==> config.mk <==
export PLATFORM = sky130hd
export DESIGN_NAME = rpst_ctrl
export DESIGN_NICKNAME = d
export VERILOG_FILES = /design/src/rpst_pkg.sv /design/src/rpst_ctrl.sv
export SDC_FILE = /design/constraint.sdc
export NUM_CORES = 1
export LEC_CHECK = 0
export BUFFER_PORTS_ARGS = -buffer_cell sky130_fd_sc_hd__buf_2
export CAP_MARGIN = 30
export CELL_PAD_IN_SITES_DETAIL_PLACEMENT = 0
export CELL_PAD_IN_SITES_GLOBAL_PLACEMENT = 1
export CORE_AREA = 2 2 39 41
export CTS_CLUSTER_SIZE = 30
export DETAILED_ROUTE_END_ITERATION = 7
export DIE_AREA = 0 0 41 43
export PLACE_DENSITY_LB_ADDON = 0.2
export REMOVE_ABC_BUFFERS = 1
export SLEW_MARGIN = 20
export SYNTH_ARGS = -nofsm -noshare
export SYNTH_HDL_FRONTEND = slang
export SYNTH_SLANG_ARGS = --single-unit
==> constraint.sdc <==
create_clock -name clk -period 2.32 [get_ports clk]
set_input_delay 0.464 -clock clk [delete_from_list [all_inputs] [get_ports clk]]
set_output_delay 0.464 -clock clk [all_outputs]
set_load 0.005 [all_outputs]
==> src/rpst_pkg.sv <==
`timescale 1ns / 1ps
// ----------------------------------------------------------------------------
// Region profile slot table package
// Shared request/result types, command and status codes.
// ----------------------------------------------------------------------------
package rpst_pkg;

  localparam logic [1:0] KIND_START = 2'd0;
  localparam logic [1:0] KIND_END   = 2'd1;
  localparam logic [1:0] KIND_CLEAR = 2'd2;
  localparam logic [1:0] KIND_READ  = 2'd3;

  localparam logic [2:0] ST_RESUMED   = 3'd0;
  localparam logic [2:0] ST_RECURSION = 3'd1;
  localparam logic [2:0] ST_ALLOCATED = 3'd2;
  localparam logic [2:0] ST_FULL      = 3'd3;
  localparam logic [2:0] ST_STOPPED   = 3'd4;
  localparam logic [2:0] ST_UNMATCHED = 3'd5;
  localparam logic [2:0] ST_CLEARED   = 3'd6;
  localparam logic [2:0] ST_READ      = 3'd7;

  typedef struct packed {
    logic [1:0]  kind;
    logic [31:0] site_file;
    logic [19:0] site_line;
    logic [31:0] now_ticks;
    logic [4:0]  read_index;
  } rpst_in_t;

  typedef struct packed {
    logic [2:0]  status;
    logic [4:0]  slot_index;
    logic        slot_used;
    logic [31:0] slot_ticks;
    logic [31:0] slot_iterations;
    logic        slot_recursive;
    logic        parent_valid;
    logic [4:0]  parent_index;
    logic        current_valid;
    logic [4:0]  current_index;
  } rpst_out_t;

  // Controller to datapath commands.
  typedef struct packed {
    logic load;     // capture request, start key search
    logic apply;    // perform update and build result
  } rpst_cmd_t;

endpackage

==> src/rpst_ctrl.sv <==
`timescale 1ns / 1ps
// ----------------------------------------------------------------------------
// Region profile slot table controller
// Sequences search, update and result delivery for one request.
// ----------------------------------------------------------------------------
module rpst_ctrl import rpst_pkg::*; (
  input  logic      clk,
  input  logic      rst_n,
  input  logic      in_valid,
  output logic      in_stall,
  output logic      out_valid,
  input  logic      out_stall,
  output rpst_cmd_t cmd
);

  localparam logic [1:0] S_IDLE  = 2'd0;
  localparam logic [1:0] S_APPLY = 2'd1;
  localparam logic [1:0] S_SHOW  = 2'd2;
  localparam logic [1:0] S_OUT   = 2'd3;

  logic [1:0] state_r, state_nxt;

  assign in_stall  = (state_r != S_IDLE);
  assign out_valid = (state_r == S_OUT);
  assign cmd.load  = (state_r == S_IDLE) && in_valid;
  assign cmd.apply = (state_r == S_APPLY);

  always_comb begin
    state_nxt = state_r;
    case (state_r)
      S_IDLE:  if (in_valid) state_nxt = S_APPLY;
      S_APPLY: state_nxt = S_SHOW;
      S_SHOW:  state_nxt = S_OUT;
      S_OUT:   if (!out_stall) state_nxt = S_IDLE;
      default: state_nxt = S_IDLE;
    endcase
  end

  always_ff @(posedge clk) begin
    if (!rst_n) begin
      state_r <= S_IDLE;
    end else begin
      state_r <= state_nxt;
    end
  end

endmodule

# After elaboration in Yosys (flattened, before gate mapping)
# Cells that the tools add are included.
# totals
romBits,0
regBits,2
mem_bits_rw,0
mem_count,0
latch_bits,0
# classes
n_mul,0
n_bitwise,0
add_sub_neg,0
n_div,0
shift,0
order_cmp,0
eq_ne,5
n_reduce_logical,4
muxes,3
# op_table
op,count
one-hot mux 2 bit (4 select lines),1
"== test 2 bit, second input constant",2
2-to-1 mux 2 bit,2
"inequality test 2 bit, second input constant",2
"== test 2 x 1 -> 1 bit, second input constant",1
logical NOT 2 bit,1
AND reduction 2 bit,1
nonzero test 2 bit,1
logical AND 1 bit,1

# Longest topological paths before layout
# Gate-level depths: netlist of the first run.
# depth
word_depth,3
mapped_depth,5

# Worst setup path before layout of the first run
# No wires, ideal clock.
# synth_path
kind,reg2out
startpoint,register state_r[0]
endpoint,output port cmd[1] (netlist bit)
stages_incl_launch_ff,4
slack_ns,1.052
arrival_time_ns,0.804
path_buffers,0
cell_sequence,dfxtp_1 inv_1 ha_1 and2_2
# synth_lines
item,line_no,rtl
"start, declared",rpst_ctrl.sv:21,"logic [1:0] state_r, state_nxt;"
"start signal, assigned",rpst_ctrl.sv:43,state_r <= state_nxt;
"end, declared",rpst_ctrl.sv:13,output rpst_cmd_t cmd

==> results.md, run 1 <==
- Status: finished clean
- Hold EP: state_r[1]
- Detailed Place HPWL: 291 um
- Row count: 14
- Max FFs per register: 2
- Synth Area per Inst: 9.59 um2
- Filler instances: 158
- Max Slew Vio Count: 0
- Area of the multi-input gates: 121 um2
- Unrepaired setup endpoints after global routing: no
- Non-filler cells, final: 44
- Leakage Power: 0.136 nW
- Residual DRC count: 0
- Synth Area in XOR/XNOR: 0%
- CP max stage delay: 380 ps
- Fin nets: 39
- Commonest non-fill, non-tap cell in the layout: buf_2
- Synth warnings: 0
- Hold WS: roughly 500 ps
- First-iteration detailed-routing DRC count: 4
- First-pass GRT wire length: 614 um
- Final TNS setup: 0 ps
- Required time of the critical path: about 1900 ps
- Core Region: approximately 1400 um2
- Critical path buffers and inverters: 2
- Seq/Total Area, Yosys: 23.2%
- Die Area: 1760 um2
- Gr usage total: under 10%
- Vias: between 150 and 200
- Biggest regs: state_r (2)
- Total power draw: 301 uW
- Hold Crit Start: state_r[1]
- Startpoint type of the worst setup path: flip-flop
- Initial Util: 12.5%
- CP endpoint kind: primary output
- Via/cell ratio: between 3 and 4
- Slowest CP cell: dfxtp_1
- Fmax achieved: just under 600 MHz
- Yosys reg bits: 2
- Clock root buffer: clkbuf_4
- Max_cap viols: 0
- Met2 routed WL: 188 um
- Worst-margin pin slew: 167 ps
- Final WS setup: roughly 640 ps
- Initial antenna violation count: 0
- Clock buffer count from CTS: 3
- Final wirelength: 358 um
- Tcrit/Tclk final: 72.2%
- Main combinational cell family by area after synthesis: adder cells
- CP max FO: 4
- Most frequent cells in the layout: buf_2, ha_1, nand2_1, clkbuf_4
- Post-Route M1 WL: 145 um
- Pwr Density: 1200 nW/um2
- Slew HR: about 90%
- Final GP Congestion: 0.579
- Clock skew: 6.23 ps
- Mux cell area share after synthesis: 11.6%
- Hold Buf Count CTS: 0
- Die width: 41 um
- Internal reg-to-reg setup slack: 1090 ps
- Die height: 43 um
- Drt first pass iters: 2
- Critical path class: reg2out
- DRT antenna net count: 0
- Worst EP arrival: 1210 ps
- Largest delay contributor family on the critical path: flip-flops
- Final Cell Area: 250 um2
- Sequential Area: 40.0 um2
- R2R Path Start: state_r[0]
- Simple-gate share of the synthesized area: 10.9%
- Total grt overflow: 0
- Final Setup Violations: 0
- CTS tree: built
- Min Tclk post-route: 1680 ps
- Reg2Reg Depth: 5
- DP Cell Count: between 40 and 50
- Utilization after layout: 18.1%
- Vias in the first global route: 185
- Clk pin slew, worst setup/hold paths: 30 ps
- Worst hold path class: reg2reg
- Clock tree sinks: 2
- Hold depth: 2
- Ant diodes: 0
- # IOs: 8
- Port Buffer Count: 7
- Post-Synth Adder-Cell Area: 36.2%
- Top reg by flops: state_r
- Mapped cell area: 173 um2
- Max layer used: met3
- Worst vdd ir: 0.273 mV
- # resized after CTS: 0
- H-tree depth: 1
- Crit path cell chain: inv_1 > ha_1 > and2_2 > buf_2
- Clock latency on the worst-skew pair: 230 ps
- Area Growth Syn to Fin: 44.9%
- Post-synth cell types: 9
- Layout cells sized above 1: 46.4%
- Compound-Gate Fraction of Synth Area: a little under an eighth
- Gate Count Post-Synth: 18
- Reg2reg end: state_r[1]
- Pre-CTS setup slack: ~870 ps
- Post-CTS setup repair buffer count: 0
- Routed length on met3: 24 um
- Largest net degree at the start of global routing: 5
- DP Area: 228 um2
- CTS Buffer Depth: 2
- Routed WL per cell: 8.14 um
- Final count of hold timing violations: 0
## kinds of logic (layout without fill, tap and decap cells)
group | after synthesis | in the layout
mux | 2 | 2
buf+inv | 3 | 13
flops | 2 | 2
simple gates | 4 | 4
fa+ha+maj | 5 | 5
compound gates | 2 | 2
## power breakdown
group / total (mW) / internal (mW) / switching [mW]
sequential: 0.0696 / 0.0514 / 0.0183
combinational: 0.153 / 0.0789 / 0.0738
clock: 0.0788 / 0.0573 / 0.0215
total: 0.301 / 0.188 / 0.114
## synthesized netlist by cell type
library cell  instances  share of area [%]
inv_2                 1                2.2
a2bb2oi_2             1                8.7
ha_1                  5                 36
o21ai_0               1                2.9
nand2_1               3                6.5
dfxtp_1               2                 23
mux2i_1               2                 12
inv_1                 2                4.3
and2_2                1                4.3
## worst max-delay path by stage
stage	start	end	slack [ps]	cells past startpoint
2_1_floorplan	state_r[0]	cmd[1]	1050	3
3_3_place_gp	state_r[0]	cmd[1]	880	4
3_5_place_dp	state_r[0]	cmd[1]	870	4
4_1_cts	state_r[0]	cmd[1]	630	4
5_1_grt	state_r[0]	cmd[1]	540	4
6_report	state_r[0]	cmd[1]	640	4
## worst register-to-register path, delay by kind of cell (launching register included)
family	cells	cell delay [ps]
buffers and inverters	2	160
muxes	1	200
DFF	1	380
AOI/OAI and AO/OA	1	190
adders and majority gates	1	230
## per-layer routing
layer,vias up,global-route usage (%)
met1,69,3.51
met5,-,0
met3,0,3.14
met4,0,4.00
met2,5,10.0
li1,78,-
## final cells by class
| class | count | share of cell area [%] |
|---|---|---|
| multi-input cells | 13 | 48.5 |
| repair buffers | 7 | 14.0 |
| flip-flops and latches | 2 | 16.0 |
| clock buffers | 3 | 9.00 |
| inverters | 3 | 4.50 |
| well taps | 16 | 8.00 |
No activity file was read; power rests on OpenSTA's default activity.
==> run 2, diff against run 1 <==
--- a/config.mk
+++ b/config.mk
@@ -5,6 +5,7 @@
 export SDC_FILE = /design/constraint.sdc
 export NUM_CORES = 1
 export LEC_CHECK = 0
+export ABC_AREA = 1
 export BUFFER_PORTS_ARGS = -buffer_cell sky130_fd_sc_hd__buf_2
 export CAP_MARGIN = 30
 export CELL_PAD_IN_SITES_DETAIL_PLACEMENT = 0
==> constraint.sdc (replaced) <==
create_clock -name clk -period 1.7 [get_ports clk]
set_input_delay 0.34 -clock clk [delete_from_list [all_inputs] [get_ports clk]]
set_output_delay 0.34 -clock clk [all_outputs]
set_load 0.005 [all_outputs]
==> run 2 against run 1 <==
Net effect: synthesized cell count up 39%; final area is 3.0% higher; via count up 16%; clock power is 29% higher.
==> results.md, run 2 <==
- Worst vdd ir: 0.497 mV (+82%)
- Tcrit/Tclk final: 86.0%
- Leakage Power: 0.156 nW (+14%)
- Clock buffer count from CTS: 3 (unchanged)
- Max Slew Vio Count: 0 (unchanged)
- Final GP Congestion: 0.625 (+7.8%)
- Post-synth EDFFs: 0 (unchanged)
- # IOs: 8 (unchanged)
- Via/cell ratio: 3.47 (+0.46%)
- Worst hold path class: in2reg
- Initial Util: 13.0% (+0.54 points)
- Required time of the critical path: 1360 ps (-500 ps)
- First-pass GRT wire length: 579 um (-5.7%)
- Clk pin slew, worst setup/hold paths: 30 ps (about the same)
- First-iteration detailed-routing DRC count: 4 (unchanged)
- Max FFs per register: 2 (unchanged)
- Mapped cell area: 180 um2 (+4.3%)
- Die width: 41 um (unchanged)
- H-tree depth: 1 (unchanged)
- Min Tclk post-route: 1460 ps
- Synth Flop Type: dfxtp_1
- Utilization after layout: 18.6% (+0.54 points)
- Largest net degree at the start of global routing: 5 (unchanged)
- Top cell type's share of synthesized area: 34.7% (-1.5 points)
- CP max FO: 4 (unchanged)
- Vias in the first global route: 155 (-16%)
- Vias: 177 (+16%)
- Final Setup Violations: 0 (unchanged)
- Synth warnings: 0 (unchanged)
- Total grt overflow: 0 (unchanged)
- Most common cell in the synthesized netlist: inv_1
- DRT antenna net count: 0 (unchanged)
- Area contributors post-synth: ha_1, dfxtp_1, inv_1, nand2_2, nand2_1
- Pwr Density: 1560 nW/um2 (+30%)
- Biggest regs: state_r (2)
- CTS Buffer Depth: 2 (unchanged)
- Layout cells sized above 1: 34.3% (-12 points)
- Row count: 14 (unchanged)
- Top reg by flops: state_r
- Filler instances: 167 (+5.7%)
- Residual DRC count: 0 (unchanged)
- Most frequent cells in the layout: buf_2, inv_1, ha_1
- Fin nets: 46 (+18%)
- Routed WL per cell: 6.14 um (-25%)
- Die Area: 1760 um2 (unchanged)
- Synth cell count leaders: inv_1, ha_1, nand2_1, nor2_1
- Area Growth Syn to Fin: 43.1%
- Fmax achieved: 684 MHz
- Synth Area per Inst: 7.21 um2 (-25%)
- Worst EP arrival: 1120 ps (-90 ps)
- Sequential Area: 40.0 um2 (unchanged)
- Hold Buf Count CTS: 0 (unchanged)
- # resized after CTS: 0 (unchanged)
- CP endpoint kind: primary output
- Initial antenna violation count: 0 (unchanged)
- Yosys reg bits: 2 (unchanged)
- Die height: 43 um (unchanged)
- Final count of hold timing violations: 0 (unchanged)
- Post-synth cell types: 8 (-1)
- Detailed Place HPWL: 268 um (-7.9%)
- Drt first pass iters: 4 (+2)
- Final TNS setup: 0 ps (unchanged)
- Startpoint type of the worst setup path: flip-flop
- Synth async-reset ratio: 0% (unchanged)
- Clock latency on the worst-skew pair: 220 ps (about the same)
- Area of the multi-input gates: 118 um2 (-3.1%)
- Gr usage total: 5.21% (-0.31 points)
- Seq/Total Area, Yosys: 22.2% (-0.97 points)
- CTS tree: built
- Port Buffer Count: 7 (unchanged)
- Max_cap viols: 0 (unchanged)
- Slew HR: 90.5% (+1.7 points)
- Unrepaired setup endpoints after global routing: no
- Clock tree sinks: 2 (unchanged)
- Commonest non-fill, non-tap cell in the layout: buf_2
- Worst-margin pin slew: 142 ps (-24.9 ps)
- Clock root buffer: clkbuf_4
- Final wirelength: 313 um (-13%)
- Post-CTS setup repair buffer count: 0 (unchanged)
- Core Region: 1380 um2 (unchanged)
- Status: finished clean
- Ant diodes: 0 (unchanged)
- Critical path class: reg2out
- Synth area leader: ha_1
- Gate Count Post-Synth: 25 (+7)
- Clock skew: 2.94 ps (-3.29 ps)
==> run 2: changes by cell type in the layout (fill, tap and decap cells not counted), moves of 2 or more <==
| cell | before | now |
|---|---|---|
| nand2_2 | 0 | 2 |
| a21oi_1 | 0 | 2 |
| inv_1 | 2 | 6 |
| nor2_1 | 0 | 3 |
| nand3_1 | 0 | 2 |
| mux2i_1 | 2 | 0 |
==> run 2: path summary, 6_finish.rpt <==
kind,start,end,slack [ps],cells past startpoint
max,state_r[0],cmd[1],240,5
min,rst_n,state_r[0],360,3
max reg2reg,state_r[0],state_r[1],620,6
min reg2reg,state_r[0],state_r[0],540,2
==> run 2: worst max-delay path: stages, from the launching register on <==
cell     delay, ps
dfxtp_1        360
inv_1           90
ha_1           240
nand2_1         60
inv_1           30
buf_2          110
==> run 2: stage by stage <==
| stage | hold slack (ps) | instance area [um2] | worst slack, ps | cells | power [mW] |
|---|---|---|---|---|---|
| 3_3_place_gp | 535 | 235 | 468 | 48 | 0.311 |
| 3_5_place_dp | 541 | 235 | 451 | 48 | 0.309 |
| 4_1_cts | 350 | 258 | 209 | 51 | 0.418 |
| 2_1_floorplan | 461 | 180 | 612 | 25 | 0.240 |
| 6_report | 357 | 258 | 237 | 51 | 0.403 |
| 5_1_grt | 353 | 258 | 125 | 51 | 0.472 |
==> run 2: final cells by class <==
cell class                      count  share of cell area [%]
Timing Repair Buffer                7                    13.6
Tap cell                           16                    7.77
Clock buffer                        3                    8.74
Sequential cell                     2                    15.5
Inverter                            6                    8.74
Multi-Input combinational cell     17                    45.6
==> run 2: report_power, final <==
| group | internal (mW) | total [mW] | switching [mW] | leakage [nW] |
|---|---|---|---|---|
| Combinational | 0.0953 | 0.210 | 0.115 | 0.125 |
| Clock | 0.0777 | 0.102 | 0.0244 | 0.0138 |
| Sequential | 0.0690 | 0.0909 | 0.0219 | 0.0167 |
==> run 2: cells by family after synthesis <==
group,synth area share (%)
AOI/OAI and AO/OA,5.56
adders and majority gates,34.7
buffers and inverters,12.5
DFF,22.2
and+or+nand+nor,25.0
==> run 2: routing by layer <==
metal  share of wire, %  track usage, %
met2                 48            5.94
met4                  0            4.00
met1                 49            5.73
met3                2.9            4.71
met5                  0               0
